--- src/sv/assert_macros.svh ---
// Assertion macros shared by the RTL that carries checks.
`ifndef ASSERT_MACROS_SVH
`define ASSERT_MACROS_SVH

// Property that must hold at every clock edge outside reset.
`define ASSERT_ALWAYS(lbl, clk, rst, prop) \
  lbl: assert property (@(posedge clk) disable iff (rst) (prop)) \
    else $error("assertion failed");

// Implication checked in the same cycle.
`define ASSERT_IMPLIES(lbl, clk, rst, ante, cons) \
  lbl: assert property (@(posedge clk) disable iff (rst) (ante) |-> (cons)) \
    else $error("assertion failed");

`endif

--- src/sv/btbp_pkg.sv ---
// Types and constants for the branch target buffer predictor.
package btbp_pkg;

  localparam int WORD_W = 32;
  localparam int OPC_W  = 7;

  // Entry count; a power of two, so the entry is the low address bits.
  localparam int BUFFER_ENTRIES = 4;
  localparam int IDX_W          = $clog2(BUFFER_ENTRIES);

  localparam logic [OPC_W-1:0] OPC_BRANCH = 7'h63;
  localparam logic [OPC_W-1:0] OPC_JAL    = 7'h6f;
  localparam logic [OPC_W-1:0] OPC_JALR   = 7'h67;
  localparam int               SIGN_BIT   = 31;

  typedef logic [WORD_W-1:0] word_t;
  typedef logic [IDX_W-1:0]  idx_t;

  // Classification of one beat.
  typedef struct packed {
    logic accepted;
    logic illegal;
    logic legal;
    logic is_branch;
    logic is_jump;
    logic backward;
  } btbp_class_t;

  // Running statistics.
  typedef struct packed {
    word_t accesses;
    word_t hits;
    word_t misses;
    word_t branches;
    word_t jumps;
    word_t taken_branches;
    word_t taken_jumps;
  } btbp_counts_t;

endpackage

--- src/sv/btbp_ifs.sv ---
// Valid/ready channel interfaces for records and results.
interface btbp_in_if;
  logic             valid;
  logic             ready;
  btbp_pkg::word_t  instr_word;
  btbp_pkg::word_t  instr_addr;
  btbp_pkg::word_t  actual_target;
  logic             actual_taken;

  modport source (output valid, instr_word, instr_addr, actual_target, actual_taken,
                  input ready);
  modport sink   (input valid, instr_word, instr_addr, actual_target, actual_taken,
                  output ready);
endinterface

interface btbp_out_if;
  logic             valid;
  logic             ready;
  logic             accepted;
  logic             illegal;
  logic             predicted_taken;
  btbp_pkg::word_t  target_guess;
  logic             prediction_correct;
  btbp_pkg::word_t  access_count;
  btbp_pkg::word_t  correct_count;
  btbp_pkg::word_t  mispredict_count;
  btbp_pkg::word_t  branch_count;
  btbp_pkg::word_t  jump_count;
  btbp_pkg::word_t  taken_branch_count;
  btbp_pkg::word_t  taken_jump_count;

  modport source (output valid, accepted, illegal, predicted_taken, target_guess,
                  prediction_correct, access_count, correct_count, mispredict_count,
                  branch_count, jump_count, taken_branch_count, taken_jump_count,
                  input ready);
  modport sink   (input valid, accepted, illegal, predicted_taken, target_guess,
                  prediction_correct, access_count, correct_count, mispredict_count,
                  branch_count, jump_count, taken_branch_count, taken_jump_count,
                  output ready);
endinterface

--- src/sv/btbp_decode.sv ---
// Opcode decode and legality check of one control-transfer record.
module btbp_decode (
  input  btbp_pkg::word_t      instr_word,
  input  logic                 actual_taken,
  output btbp_pkg::btbp_class_t cls
);

  logic [btbp_pkg::OPC_W-1:0] opc;

  assign opc = instr_word[btbp_pkg::OPC_W-1:0];

  always_comb begin
    cls.accepted  = (instr_word != '0);
    cls.is_branch = (opc == btbp_pkg::OPC_BRANCH);
    cls.is_jump   = (opc == btbp_pkg::OPC_JAL) || (opc == btbp_pkg::OPC_JALR);
    cls.backward  = instr_word[btbp_pkg::SIGN_BIT];
    // a not-taken jump is as bad as a non-transfer
    cls.legal     = cls.accepted && (cls.is_branch || (cls.is_jump && actual_taken));
    cls.illegal   = cls.accepted && !cls.legal;
  end

endmodule

--- src/sv/btbp_table.sv ---
// Target buffer: valid bits and stored targets, one read and one write port.
module btbp_table (
  input  logic             clk,
  input  logic             rst,
  input  btbp_pkg::idx_t   idx,
  input  logic             wr_en,
  input  btbp_pkg::word_t  wr_target,
  output logic             rd_valid,
  output btbp_pkg::word_t  rd_target
);

  logic [btbp_pkg::BUFFER_ENTRIES-1:0] valid;
  btbp_pkg::word_t                     target [btbp_pkg::BUFFER_ENTRIES];

  always_ff @(posedge clk) begin
    if (rst) begin
      valid <= '0;
    end else if (wr_en) begin
      valid[idx] <= 1'b1;
    end
  end

  always_ff @(posedge clk) begin
    if (wr_en) begin
      target[idx] <= wr_target;
    end
  end

  assign rd_valid  = valid[idx];
  assign rd_target = target[idx];

endmodule

--- src/sv/btbp_stats.sv ---
// Seven wrapping statistics counters.
module btbp_stats (
  input  logic                   clk,
  input  logic                   rst,
  input  logic                   upd,
  input  logic                   is_branch,
  input  logic                   taken,
  input  logic                   hit,
  output btbp_pkg::btbp_counts_t counts
);

  btbp_pkg::btbp_counts_t counts_next;

  always_comb begin
    counts_next = counts;
    if (upd) begin
      counts_next.accesses = counts.accesses + 32'd1;
      if (hit) begin
        counts_next.hits = counts.hits + 32'd1;
      end else begin
        counts_next.misses = counts.misses + 32'd1;
      end
      if (is_branch) begin
        counts_next.branches = counts.branches + 32'd1;
        if (taken) begin
          counts_next.taken_branches = counts.taken_branches + 32'd1;
        end
      end else begin
        // only taken jumps get this far
        counts_next.jumps       = counts.jumps + 32'd1;
        counts_next.taken_jumps = counts.taken_jumps + 32'd1;
      end
    end
  end

  always_ff @(posedge clk) begin
    if (rst) begin
      counts <= '0;
    end else begin
      counts <= counts_next;
    end
  end

endmodule

--- src/sv/branch_target_buffer_predictor.sv ---
// Branch target buffer predictor, backward-taken policy: top level.
// Path from input beat to result beat: input register, then result register.
// Throughput: one beat per cycle; input ready drops only while the input
// register is full and the result register is held by the sink.
// Reset (rst, synchronous): clears buffer valid bits, all counters and both valid flags.
// Stored targets are not reset; an entry's target is never used before its valid bit is set.
`include "assert_macros.svh"

module branch_target_buffer_predictor (
  input logic        clk,
  input logic        rst,
  btbp_in_if.sink    item,
  btbp_out_if.source result
);

  // Input register
  logic            s1_valid;
  btbp_pkg::word_t s1_word;
  btbp_pkg::word_t s1_addr;
  btbp_pkg::word_t s1_target;
  logic            s1_taken;

  // Result register
  logic            res_valid;
  logic            res_accepted;
  logic            res_illegal;
  logic            res_pred;
  btbp_pkg::word_t res_ptgt;
  logic            res_ok;

  btbp_pkg::btbp_class_t  cls;
  btbp_pkg::btbp_counts_t counts;
  btbp_pkg::idx_t         idx;

  logic            advance;   // result slot free at this edge
  logic            fire;      // input register moves into result register
  logic            tbl_valid;
  btbp_pkg::word_t tbl_target;
  logic            pred;
  btbp_pkg::word_t ptgt;
  logic            ok;

  assign advance    = !res_valid || result.ready;
  assign fire       = s1_valid && advance;
  assign item.ready = !s1_valid || advance;

  always_ff @(posedge clk) begin
    if (rst) begin
      s1_valid <= 1'b0;
    end else if (item.ready) begin
      s1_valid <= item.valid;
    end
  end

  always_ff @(posedge clk) begin
    if (item.valid && item.ready) begin
      s1_word   <= item.instr_word;
      s1_addr   <= item.instr_addr;
      s1_target <= item.actual_target;
      s1_taken  <= item.actual_taken;
    end
  end

  btbp_decode u_decode (
    .instr_word   (s1_word),
    .actual_taken (s1_taken),
    .cls          (cls)
  );

  // entry = address modulo entry count (power of two)
  assign idx = s1_addr[btbp_pkg::IDX_W-1:0];

  // Lookup sees the table before this beat's write, which lands at the same edge.
  btbp_table u_table (
    .clk       (clk),
    .rst       (rst),
    .idx       (idx),
    .wr_en     (fire && cls.legal && cls.is_branch && s1_taken),
    .wr_target (s1_target),
    .rd_valid  (tbl_valid),
    .rd_target (tbl_target)
  );

  // Prediction and scoring; all zero unless the record is legal
  always_comb begin
    pred = cls.legal && cls.is_branch && cls.backward && tbl_valid;
    ptgt = (cls.legal && tbl_valid) ? tbl_target : '0;
    ok   = cls.legal && ((pred && s1_taken && (ptgt == s1_target)) || (!pred && !s1_taken));
  end

  btbp_stats u_stats (
    .clk       (clk),
    .rst       (rst),
    .upd       (fire && cls.legal),
    .is_branch (cls.is_branch),
    .taken     (s1_taken),
    .hit       (ok),
    .counts    (counts)
  );

  always_ff @(posedge clk) begin
    if (rst) begin
      res_valid <= 1'b0;
    end else if (advance) begin
      res_valid <= s1_valid;
    end
  end

  always_ff @(posedge clk) begin
    if (fire) begin
      res_accepted <= cls.accepted;
      res_illegal  <= cls.illegal;
      res_pred     <= pred;
      res_ptgt     <= ptgt;
      res_ok       <= ok;
    end
  end

  // Counters change only when a new result loads, so the live counters
  // always match the held result beat.
  assign result.valid              = res_valid;
  assign result.accepted           = res_accepted;
  assign result.illegal            = res_illegal;
  assign result.predicted_taken    = res_pred;
  assign result.target_guess       = res_ptgt;
  assign result.prediction_correct = res_ok;
  assign result.access_count       = counts.accesses;
  assign result.correct_count      = counts.hits;
  assign result.mispredict_count   = counts.misses;
  assign result.branch_count       = counts.branches;
  assign result.jump_count         = counts.jumps;
  assign result.taken_branch_count = counts.taken_branches;
  assign result.taken_jump_count   = counts.taken_jumps;

  // Every scored beat is either a hit or a miss
  `ASSERT_ALWAYS(a_hit_miss_sum, clk, rst,
    32'(counts.hits + counts.misses) == counts.accesses)
  // Every scored beat is a branch or a jump
  `ASSERT_ALWAYS(a_kind_sum, clk, rst,
    32'(counts.branches + counts.jumps) == counts.accesses)
  // Only taken jumps are scored
  `ASSERT_ALWAYS(a_jumps_taken, clk, rst, counts.jumps == counts.taken_jumps)
  // An illegal or ignored record makes no prediction
  `ASSERT_IMPLIES(a_no_pred_illegal, clk, rst,
    res_valid && (res_illegal || !res_accepted), !res_pred && !res_ok && (res_ptgt == '0))

endmodule
--- src/flat_wrapper.sv ---
// flat-port wrapper written by rule: the top's interface ports become plain ports
module branch_target_buffer_predictor_flat 
  (clk, rst, item_valid, item_instr_word, item_instr_addr, item_actual_target, item_actual_taken, item_ready, result_valid, result_accepted, result_illegal, result_predicted_taken, result_target_guess, result_prediction_correct, result_access_count, result_correct_count, result_mispredict_count, result_branch_count, result_jump_count, result_taken_branch_count, result_taken_jump_count, result_ready);
  btbp_in_if item_i ();
  btbp_out_if result_i ();
  input logic clk;
  input logic rst;
  input wire logic [$bits(item_i.valid)-1:0] item_valid;
  input wire logic [$bits(item_i.instr_word)-1:0] item_instr_word;
  input wire logic [$bits(item_i.instr_addr)-1:0] item_instr_addr;
  input wire logic [$bits(item_i.actual_target)-1:0] item_actual_target;
  input wire logic [$bits(item_i.actual_taken)-1:0] item_actual_taken;
  output wire logic [$bits(item_i.ready)-1:0] item_ready;
  output wire logic [$bits(result_i.valid)-1:0] result_valid;
  output wire logic [$bits(result_i.accepted)-1:0] result_accepted;
  output wire logic [$bits(result_i.illegal)-1:0] result_illegal;
  output wire logic [$bits(result_i.predicted_taken)-1:0] result_predicted_taken;
  output wire logic [$bits(result_i.target_guess)-1:0] result_target_guess;
  output wire logic [$bits(result_i.prediction_correct)-1:0] result_prediction_correct;
  output wire logic [$bits(result_i.access_count)-1:0] result_access_count;
  output wire logic [$bits(result_i.correct_count)-1:0] result_correct_count;
  output wire logic [$bits(result_i.mispredict_count)-1:0] result_mispredict_count;
  output wire logic [$bits(result_i.branch_count)-1:0] result_branch_count;
  output wire logic [$bits(result_i.jump_count)-1:0] result_jump_count;
  output wire logic [$bits(result_i.taken_branch_count)-1:0] result_taken_branch_count;
  output wire logic [$bits(result_i.taken_jump_count)-1:0] result_taken_jump_count;
  input wire logic [$bits(result_i.ready)-1:0] result_ready;
  assign item_i.valid = item_valid;
  assign item_i.instr_word = item_instr_word;
  assign item_i.instr_addr = item_instr_addr;
  assign item_i.actual_target = item_actual_target;
  assign item_i.actual_taken = item_actual_taken;
  assign item_ready = item_i.ready;
  assign result_valid = result_i.valid;
  assign result_accepted = result_i.accepted;
  assign result_illegal = result_i.illegal;
  assign result_predicted_taken = result_i.predicted_taken;
  assign result_target_guess = result_i.target_guess;
  assign result_prediction_correct = result_i.prediction_correct;
  assign result_access_count = result_i.access_count;
  assign result_correct_count = result_i.correct_count;
  assign result_mispredict_count = result_i.mispredict_count;
  assign result_branch_count = result_i.branch_count;
  assign result_jump_count = result_i.jump_count;
  assign result_taken_branch_count = result_i.taken_branch_count;
  assign result_taken_jump_count = result_i.taken_jump_count;
  assign result_i.ready = result_ready;
  branch_target_buffer_predictor u_core (.clk(clk), .rst(rst), .item(item_i), .result(result_i));
endmodule
--- config.mk ---
export PLATFORM = sky130hd
export DESIGN_NAME = branch_target_buffer_predictor_flat
export DESIGN_NICKNAME = d
export VERILOG_FILES = /design/src/sv/btbp_pkg.sv /design/src/sv/btbp_ifs.sv /design/src/sv/btbp_decode.sv /design/src/sv/btbp_table.sv /design/src/sv/btbp_stats.sv /design/src/sv/branch_target_buffer_predictor.sv /design/src/flat_wrapper.sv
export VERILOG_INCLUDE_DIRS = /design/src /design/src/sv
export SDC_FILE = /design/constraint.sdc
export NUM_CORES = 1
export LEC_CHECK = 0
export ABC_CLOCK_PERIOD_IN_PS = 10300
export BUFFER_PORTS_ARGS = -buffer_cell sky130_fd_sc_hd__buf_2
export CAP_MARGIN = 15
export CORE_MARGIN = 2
export CORE_UTILIZATION = 58
export CTS_BUF_LIST = sky130_fd_sc_hd__clkbuf_4
export DETAILED_ROUTE_END_ITERATION = 8
export PLACE_DENSITY_LB_ADDON = 0.2
export SLEW_MARGIN = 20
export SYNTH_ARGS = -nofsm -noshare
export SYNTH_HDL_FRONTEND = slang
export SYNTH_SLANG_ARGS = --single-unit
export TNS_END_PERCENT = 100
--- constraint.sdc ---
create_clock -name clk -period 10.3 [get_ports clk]
set_input_delay 1.03 -clock clk [delete_from_list [all_inputs] [get_ports clk]]
set_output_delay 1.03 -clock clk [all_outputs]
set_load 0.02 [all_outputs]
# ---- Yosys cells after proc, flatten, opt, wreduce, memory -nomap -nowiden
# Memories as Yosys holds them, arrays and structs flattened. A register that Yosys moved wholly into a read port is not among the register bits.
# Index checks and enable logic that the tools add are counted.
# W data, S select, Z words.
dict set report word_totals {
  mem_bits_rw 128
  n_memories 1
  reg_bits 333
  out_inout_bits 262
}
dict set report classes {
  magnitude_cmp 2
  addsub 7
  n_eq_ne 4
  muxes 8
  n_bitwise 3
  reduce_logical 33
}
# name words width rd rd_clocked_by_memory_dff wr line_no
set memory_table {}
lappend memory_table {u_core.u_table.target 4 32 1 1 1 btbp_table.sv:13} ;# btbp_pkg::word_t target [btbp_pkg::BUFFER_ENTRIES];
# operator count
set op_table {}
lappend op_table {{$add A32 B1 Y32 const B} 7}
lappend op_table {{$eq A32 B32 Y1} 1}
lappend op_table {{$mux W32} 1}
lappend op_table {{$reduce_bool A32 Y1} 1}
lappend op_table {{$eq A7 B7 Y1 const B} 3}
lappend op_table {{$logic_and A1 B1 Y1} 17}
lappend op_table {{$reduce_and A2 Y1} 4}
lappend op_table {{$logic_not A1 Y1} 5}
lappend op_table {{$logic_or A1 B1 Y1} 5}
lappend op_table {{$mux W1} 4}
lappend op_table {{$or A4 B4 Y4} 1}
lappend op_table {{$lt A2 B3 Y1 const B} 1}
lappend op_table {{$reduce_and A3 Y1} 1}
lappend op_table {{$bmux W1 S2} 1}
lappend op_table {{$demux W1 S2} 1}
lappend op_table {{$ge A2 B1 Y1 const B} 1}
lappend op_table {{$mux W2} 1}
lappend op_table {{$not A1 Y1} 2}

# ---- Depth between registers and ports, before layout
dict set report depth {
  depth_word 14
  depth_mapped 13
}

# ---- Cells and area by module
# From an unflattened synthesis, not the netlist that was laid out.
dict set report unflattened {
  cells_unflattened 1724
  hier_area_um2 19770.2
}
# module area_each_um2 seq_area_each_um2 cells_per_inst n_inst
set modules_own_cells {}
lappend modules_own_cells {btbp_stats 10731.5 4484.3 1260 1}
lappend modules_own_cells {btbp_table 4814.6 3923.8 184 1}
lappend modules_own_cells {branch_target_buffer_predictor 4088.9 3133.0 259 1}
lappend modules_own_cells {btbp_decode 135.1 0.0 21 1}

# ---- Least setup slack after synthesis
# No wires, ideal clock.
dict set report synth_path {
  kind {input -> register}
  startpoint {input result_ready}
  endpoint {memory u_core.u_table.target[2][0] (netlist bit), enable pin}
  path_slack_ns 5.245
  required_time_ns 9.830
  stages 5
  n_path_buf 0
  arrival_time_ns 4.585
  cell_sequence {nor2b_1 > nand4b_1 > nor3_1 > nand2_1 > nor3b_1}
}
dict set report synth_via {
  elab_chain_cells 7
}
# element line_no
set synth_rtl {}
lappend synth_rtl {{start: declaration} flat_wrapper.sv:27} ;# input wire logic [$bits(result_i.ready)-1:0] result_ready;
lappend synth_rtl {{$logic_or A1 B1 Y1} branch_target_buffer_predictor.sv:43} ;# assign advance = !res_valid || result.ready;
lappend synth_rtl {{$logic_and A1 B1 Y1} branch_target_buffer_predictor.sv:44} ;# assign fire = s1_valid && advance;
lappend synth_rtl {{$logic_and A1 B1 Y1 (3 in series)} branch_target_buffer_predictor.sv:78} ;# .wr_en (fire && cls.legal && cls.is_branch && s1_taken),
lappend synth_rtl {{$mux W1} btbp_table.sv:24} ;# if (wr_en) begin
lappend synth_rtl {{$mux W1 (implied by the code)} btbp_table.sv:25} ;# target[idx] <= wr_target;
lappend synth_rtl {{end: declaration} btbp_table.sv:13}
# No other way between the ends.

==> impl_metrics.xml <==
<?xml version="1.0" encoding="UTF-8"?>
<metrics>
  <group name="status">
    <metric name="outcome" unit="">completed</metric>
  </group>
  <group name="route">
    <metric name="vias" unit="">14200</metric>
    <metric name="drtAntennaViolNets" unit="">0</metric>
    <metric name="drtPass1Iterations" unit="">5</metric>
    <metric name="drcViolationCount" unit="">0</metric>
    <metric name="post_drt_wl_per_cell" unit="um">17.0</metric>
    <metric name="vias_per_cell" unit="">5.44</metric>
    <metric name="postRouteWirelength" unit="um">44600</metric>
    <metric name="drt_iter0_drc" unit="">773</metric>
  </group>
  <group name="timing">
    <metric name="slew_violations" unit="">0</metric>
    <metric name="finalCritPeriodShare" unit="">0.448</metric>
    <metric name="final_hold_viol_count" unit="">0</metric>
    <metric name="timing.slew.headroom" unit="">0.276</metric>
    <metric name="setup_tns" unit="ps">0</metric>
    <metric name="rsz0062_at_grt" unit="">false</metric>
    <metric name="tightestPinTransition" unit="ps">1090</metric>
    <metric name="highest_clock_rate" unit="GHz">0.217</metric>
    <metric name="worst_hold_slack" unit="ps">405</metric>
    <metric name="final.setup_skew" unit="ps">44.6</metric>
    <metric name="period_needed" unit="ps">4610</metric>
    <metric name="final_count_of_negative_setup_slack_endpoints" unit="">0</metric>
  </group>
  <group name="synthesis">
    <metric name="asyncSetResetFlopFracSynth" unit="">0</metric>
    <metric name="synth_largest_type_area_fraction" unit="">0.362</metric>
    <metric name="sequential_share_of_the_synthesized_area" unit="">0.605</metric>
    <metric name="synth_nets" unit="">1774</metric>
    <metric name="library_cell_with_the_highest_instance_count_after_synthesis" unit="">nor2_1</metric>
    <metric name="synth.distinct_cells" unit="">67</metric>
    <metric name="avg_inst_size_synth" unit="sq um">11.5</metric>
    <metric name="syn-instance-count" unit="">1666</metric>
    <metric name="synth.area.top_cells" unit="">edfxtp_1 36%, dfxtp_1 24%, nor2_1 5.0%</metric>
    <metric name="syn_area" unit="sq mm">0.0192</metric>
    <metric name="synth_top_area_cell" unit="">edfxtp_1</metric>
    <metric name="synthTopCellsByCount" unit="">255 x nor2_1, 232 x dfxtp_1, 231 x edfxtp_1, 101 x nand2_1, 91 x xor2_1</metric>
    <metric name="synth.ff_latch_count" unit="">463</metric>
    <metric name="synth_ff_type" unit="">dfxtp_1</metric>
    <metric name="synth-edff-count" unit="">231</metric>
    <metric name="ys.warnings.count" unit="">0</metric>
  </group>
  <group name="critical_path">
    <metric name="worst_setup_ep_type" unit="">register</metric>
    <metric name="timing.critical_path.arrival" unit="ps">5290</metric>
    <metric name="worstPathRequired" unit="ps">10980</metric>
    <metric name="timing.setup.critical_path_class" unit="">register to register</metric>
    <metric name="worstSetupStartpointType" unit="">register</metric>
    <metric name="crit_fanout" unit="">38</metric>
  </group>
  <group name="pwr">
    <metric name="share_clk_of_total_power" unit="">0.425</metric>
    <metric name="power_density" unit="mW/mm^2">160</metric>
    <metric name="internal_power_contribution" unit="uW">2830</metric>
    <metric name="power.combinational.fraction" unit="">0.032</metric>
    <metric name="peakVddDrop" unit="mV">0.135</metric>
    <metric name="leakagePower" unit="uW">0.00907</metric>
    <metric name="switching_share" unit="">0.223</metric>
    <metric name="part_of_the_total_power_dissipated_in_sequential_elements" unit="">0.543</metric>
    <metric name="p_switching" unit="uW">815</metric>
  </group>
  <group name="die">
    <metric name="core_area" unit="sq mm">0.0325</metric>
    <metric name="die_h" unit="um">186</metric>
    <metric name="num_rows" unit="">66</metric>
    <metric name="die_w" unit="um">186</metric>
    <metric name="num_io_pins" unit="">363</metric>
    <metric name="initial_core_util" unit="">0.589</metric>
    <metric name="die_area" unit="sq mm">0.0345</metric>
  </group>
  <group name="cts">
    <metric name="cts-htree-levels" unit="">3</metric>
    <metric name="clkLatencyLatePin" unit="ps">800</metric>
    <metric name="hold_buffers" unit="">0</metric>
    <metric name="cts_resizes" unit="">0</metric>
    <metric name="tritoncts.num_buffers" unit="">115</metric>
    <metric name="cts.path.max_buffers" unit="">3</metric>
    <metric name="tritoncts" unit="">built</metric>
    <metric name="cts_setup_buffers" unit="">0</metric>
    <metric name="worst_setup_hold_path_clk_slew" unit="ps">80</metric>
    <metric name="numClockSinks" unit="">463</metric>
    <metric name="clock-root-buffer" unit="">clkbuf_4</metric>
  </group>
  <group name="final_layout">
    <metric name="area.growth.synth_to_final" unit="%">19.2</metric>
    <metric name="fin_nets" unit="">2175</metric>
    <metric name="fillers" unit="">2485</metric>
    <metric name="final_layout_size_suffix_gt1_frac" unit="">0.287</metric>
  </group>
  <group name="global_route">
    <metric name="grt_pass1_vias" unit="">13700</metric>
    <metric name="initial_antenna_violation_count" unit="">11</metric>
    <metric name="grt.total_usage" unit="">0.255</metric>
    <metric name="global_route_wire_length_before_repair" unit="um">69000</metric>
    <metric name="globalRouteOverflowTotal" unit="">0</metric>
    <metric name="grt_start_max_net_pins" unit="">183</metric>
  </group>
  <group name="placed_design">
    <metric name="dp.final_hpwl" unit="um">29300</metric>
    <metric name="port_buffers" unit="">332</metric>
    <metric name="gp_routability_congestion" unit="">0.834</metric>
  </group>
  <group name="run">
    <metric name="cap_viol_max_count" unit="">0</metric>
  </group>
  <group name="worst_hold_path">
    <metric name="hold_wc_path_type" unit="">primary input to register</metric>
  </group>
</metrics>
[power by group through the flow]
stage | clock (uW) | combinational (uW) | sequential (uW)
after detailed placement | 0 | 117 | 2020
after CTS | 1590 | 117 | 1980
after global routing | 1680 | 129 | 1980
after global placement | 0 | 114 | 2020
final | 1550 | 118 | 1980
after floorplan | 0 | 78.6 | 2010
[metrics by stage]
stage                     area (sq um)  std cells   util  setup slack, ps  power, uW
after global placement           21300       2391  0.653             5870       2130
after detailed placement         21300       2391  0.653             5740       2140
final                            22800       2617  0.702             5690       3650
after floorplan                  19200       1666      -             5240       2090
after global routing             22800       2617  0.702             5470       3790
after CTS                        22800       2604  0.700             5750       3690
[cell type report]
type | count | area, sq um | share of cell area
inverters | 28 | 105 | 0.00460
repair buffers | 345 | 1790 | 0.0783
clock inverters | 37 | 201 | 0.00882
diodes | 12 | 30.0 | 0.00131
flip-flops and latches | 463 | 11600 | 0.507
clock buffers | 176 | 1320 | 0.0578
multi-input cells | 1114 | 7260 | 0.318
well taps | 442 | 553 | 0.0242
[per-layer routing]
layer | global-route usage | part of all wire | up-vias
met5 | 0 | 0 | -
met4 | 0.129 | 0.038 | 0
met3 | 0.0882 | 0.087 | 108
met2 | 0.411 | 0.48 | 466
met1 | 0.305 | 0.40 | 6791
li1 | - | - | 6879
[cells by family (layout without fill, tap and decap cells)]
kind of cell / Yosys count / in the layout / synth area share
simple gates: 739 / 739 / 0.193
flops: 463 / 463 / 0.605
xor+xnor: 148 / 148 / 0.0677
compound gates: 129 / 129 / 0.0421
mux: 91 / 91 / 0.0690
buf+inv: 89 / 586 / 0.0189
fa+ha+maj: 7 / 7 / 0.00457
other cells: 0 / 12 / 0
[final timing paths]
path / start / end / slack (ps) / depth (start not counted)
setup reg to reg: register / u_core.u_stats.counts[187]$_SDFFE_PP0P_ / 5690 / 10
hold / removal: item_instr_word[26] / u_core.s1_word[26]$_DFFE_PP_ / 400 / 1
hold reg to reg: u_core.u_table.valid[1]$_SDFFE_PP0P_ / u_core.u_table.valid[1]$_SDFFE_PP0P_ / 480 / 2
setup / recovery: register / u_core.u_stats.counts[187]$_SDFFE_PP0P_ / 5690 / 10
[critical path, cell delays in order (launching register included)]
cell,delay (ps)
dfxtp_2,1040
mux4_2,440
a22oi_1,220
o221ai_1,220
o21a_1,240
or4_4,570
nor4_4,540
a31oi_2,160
buf_4,260
nor4b_1,420
mux2_1,350
[state kept, by name (all words and copies together), names as in the netlist, named ones only]
register	count
u_core.result.predicted_taken	1
u_core.s1_target	32
u_core.result.illegal	1
u_core.result.target_guess	32
u_core.s1_word	32
u_core.result.prediction_correct	1
u_core.u_table.target	128
u_core.u_table.valid	4
u_core.s1_valid	1
u_core.result.accepted	1
u_core.u_stats.counts	224
u_core.s1_taken	1
u_core.result.valid	1
u_core.s1_addr	2
[cells in the final DEF, fill, tap and decap left out, drive strengths merged, types with 5 or more instances in the layout]
cell / synthesis / final
nand2: 101 / 101
buf: 19 / 345
xor2: 91 / 91
o21ai: 39 / 39
nand4: 49 / 49
mux2i: 15 / 15
clkbuf: 42 / 176
and2: 32 / 32
nand2b: 6 / 6
and3: 46 / 46
xnor2: 57 / 57
or4: 13 / 13
clkinv: 0 / 33
nor3b: 7 / 7
or3: 30 / 30
diode: 0 / 12
nor3: 35 / 35
o32ai: 7 / 7
o31ai: 6 / 6
nor4: 22 / 22
nor2b: 51 / 51
a21oi: 42 / 42
dfxtp: 232 / 232
nor2: 255 / 255
nand3: 67 / 67
ha: 7 / 7
a31oi: 6 / 6
and4: 5 / 5
inv: 28 / 30
or2: 7 / 7
edfxtp: 231 / 231
mux4: 28 / 28
mux2: 48 / 48
Note: power is estimated with default switching activity, not from simulation.
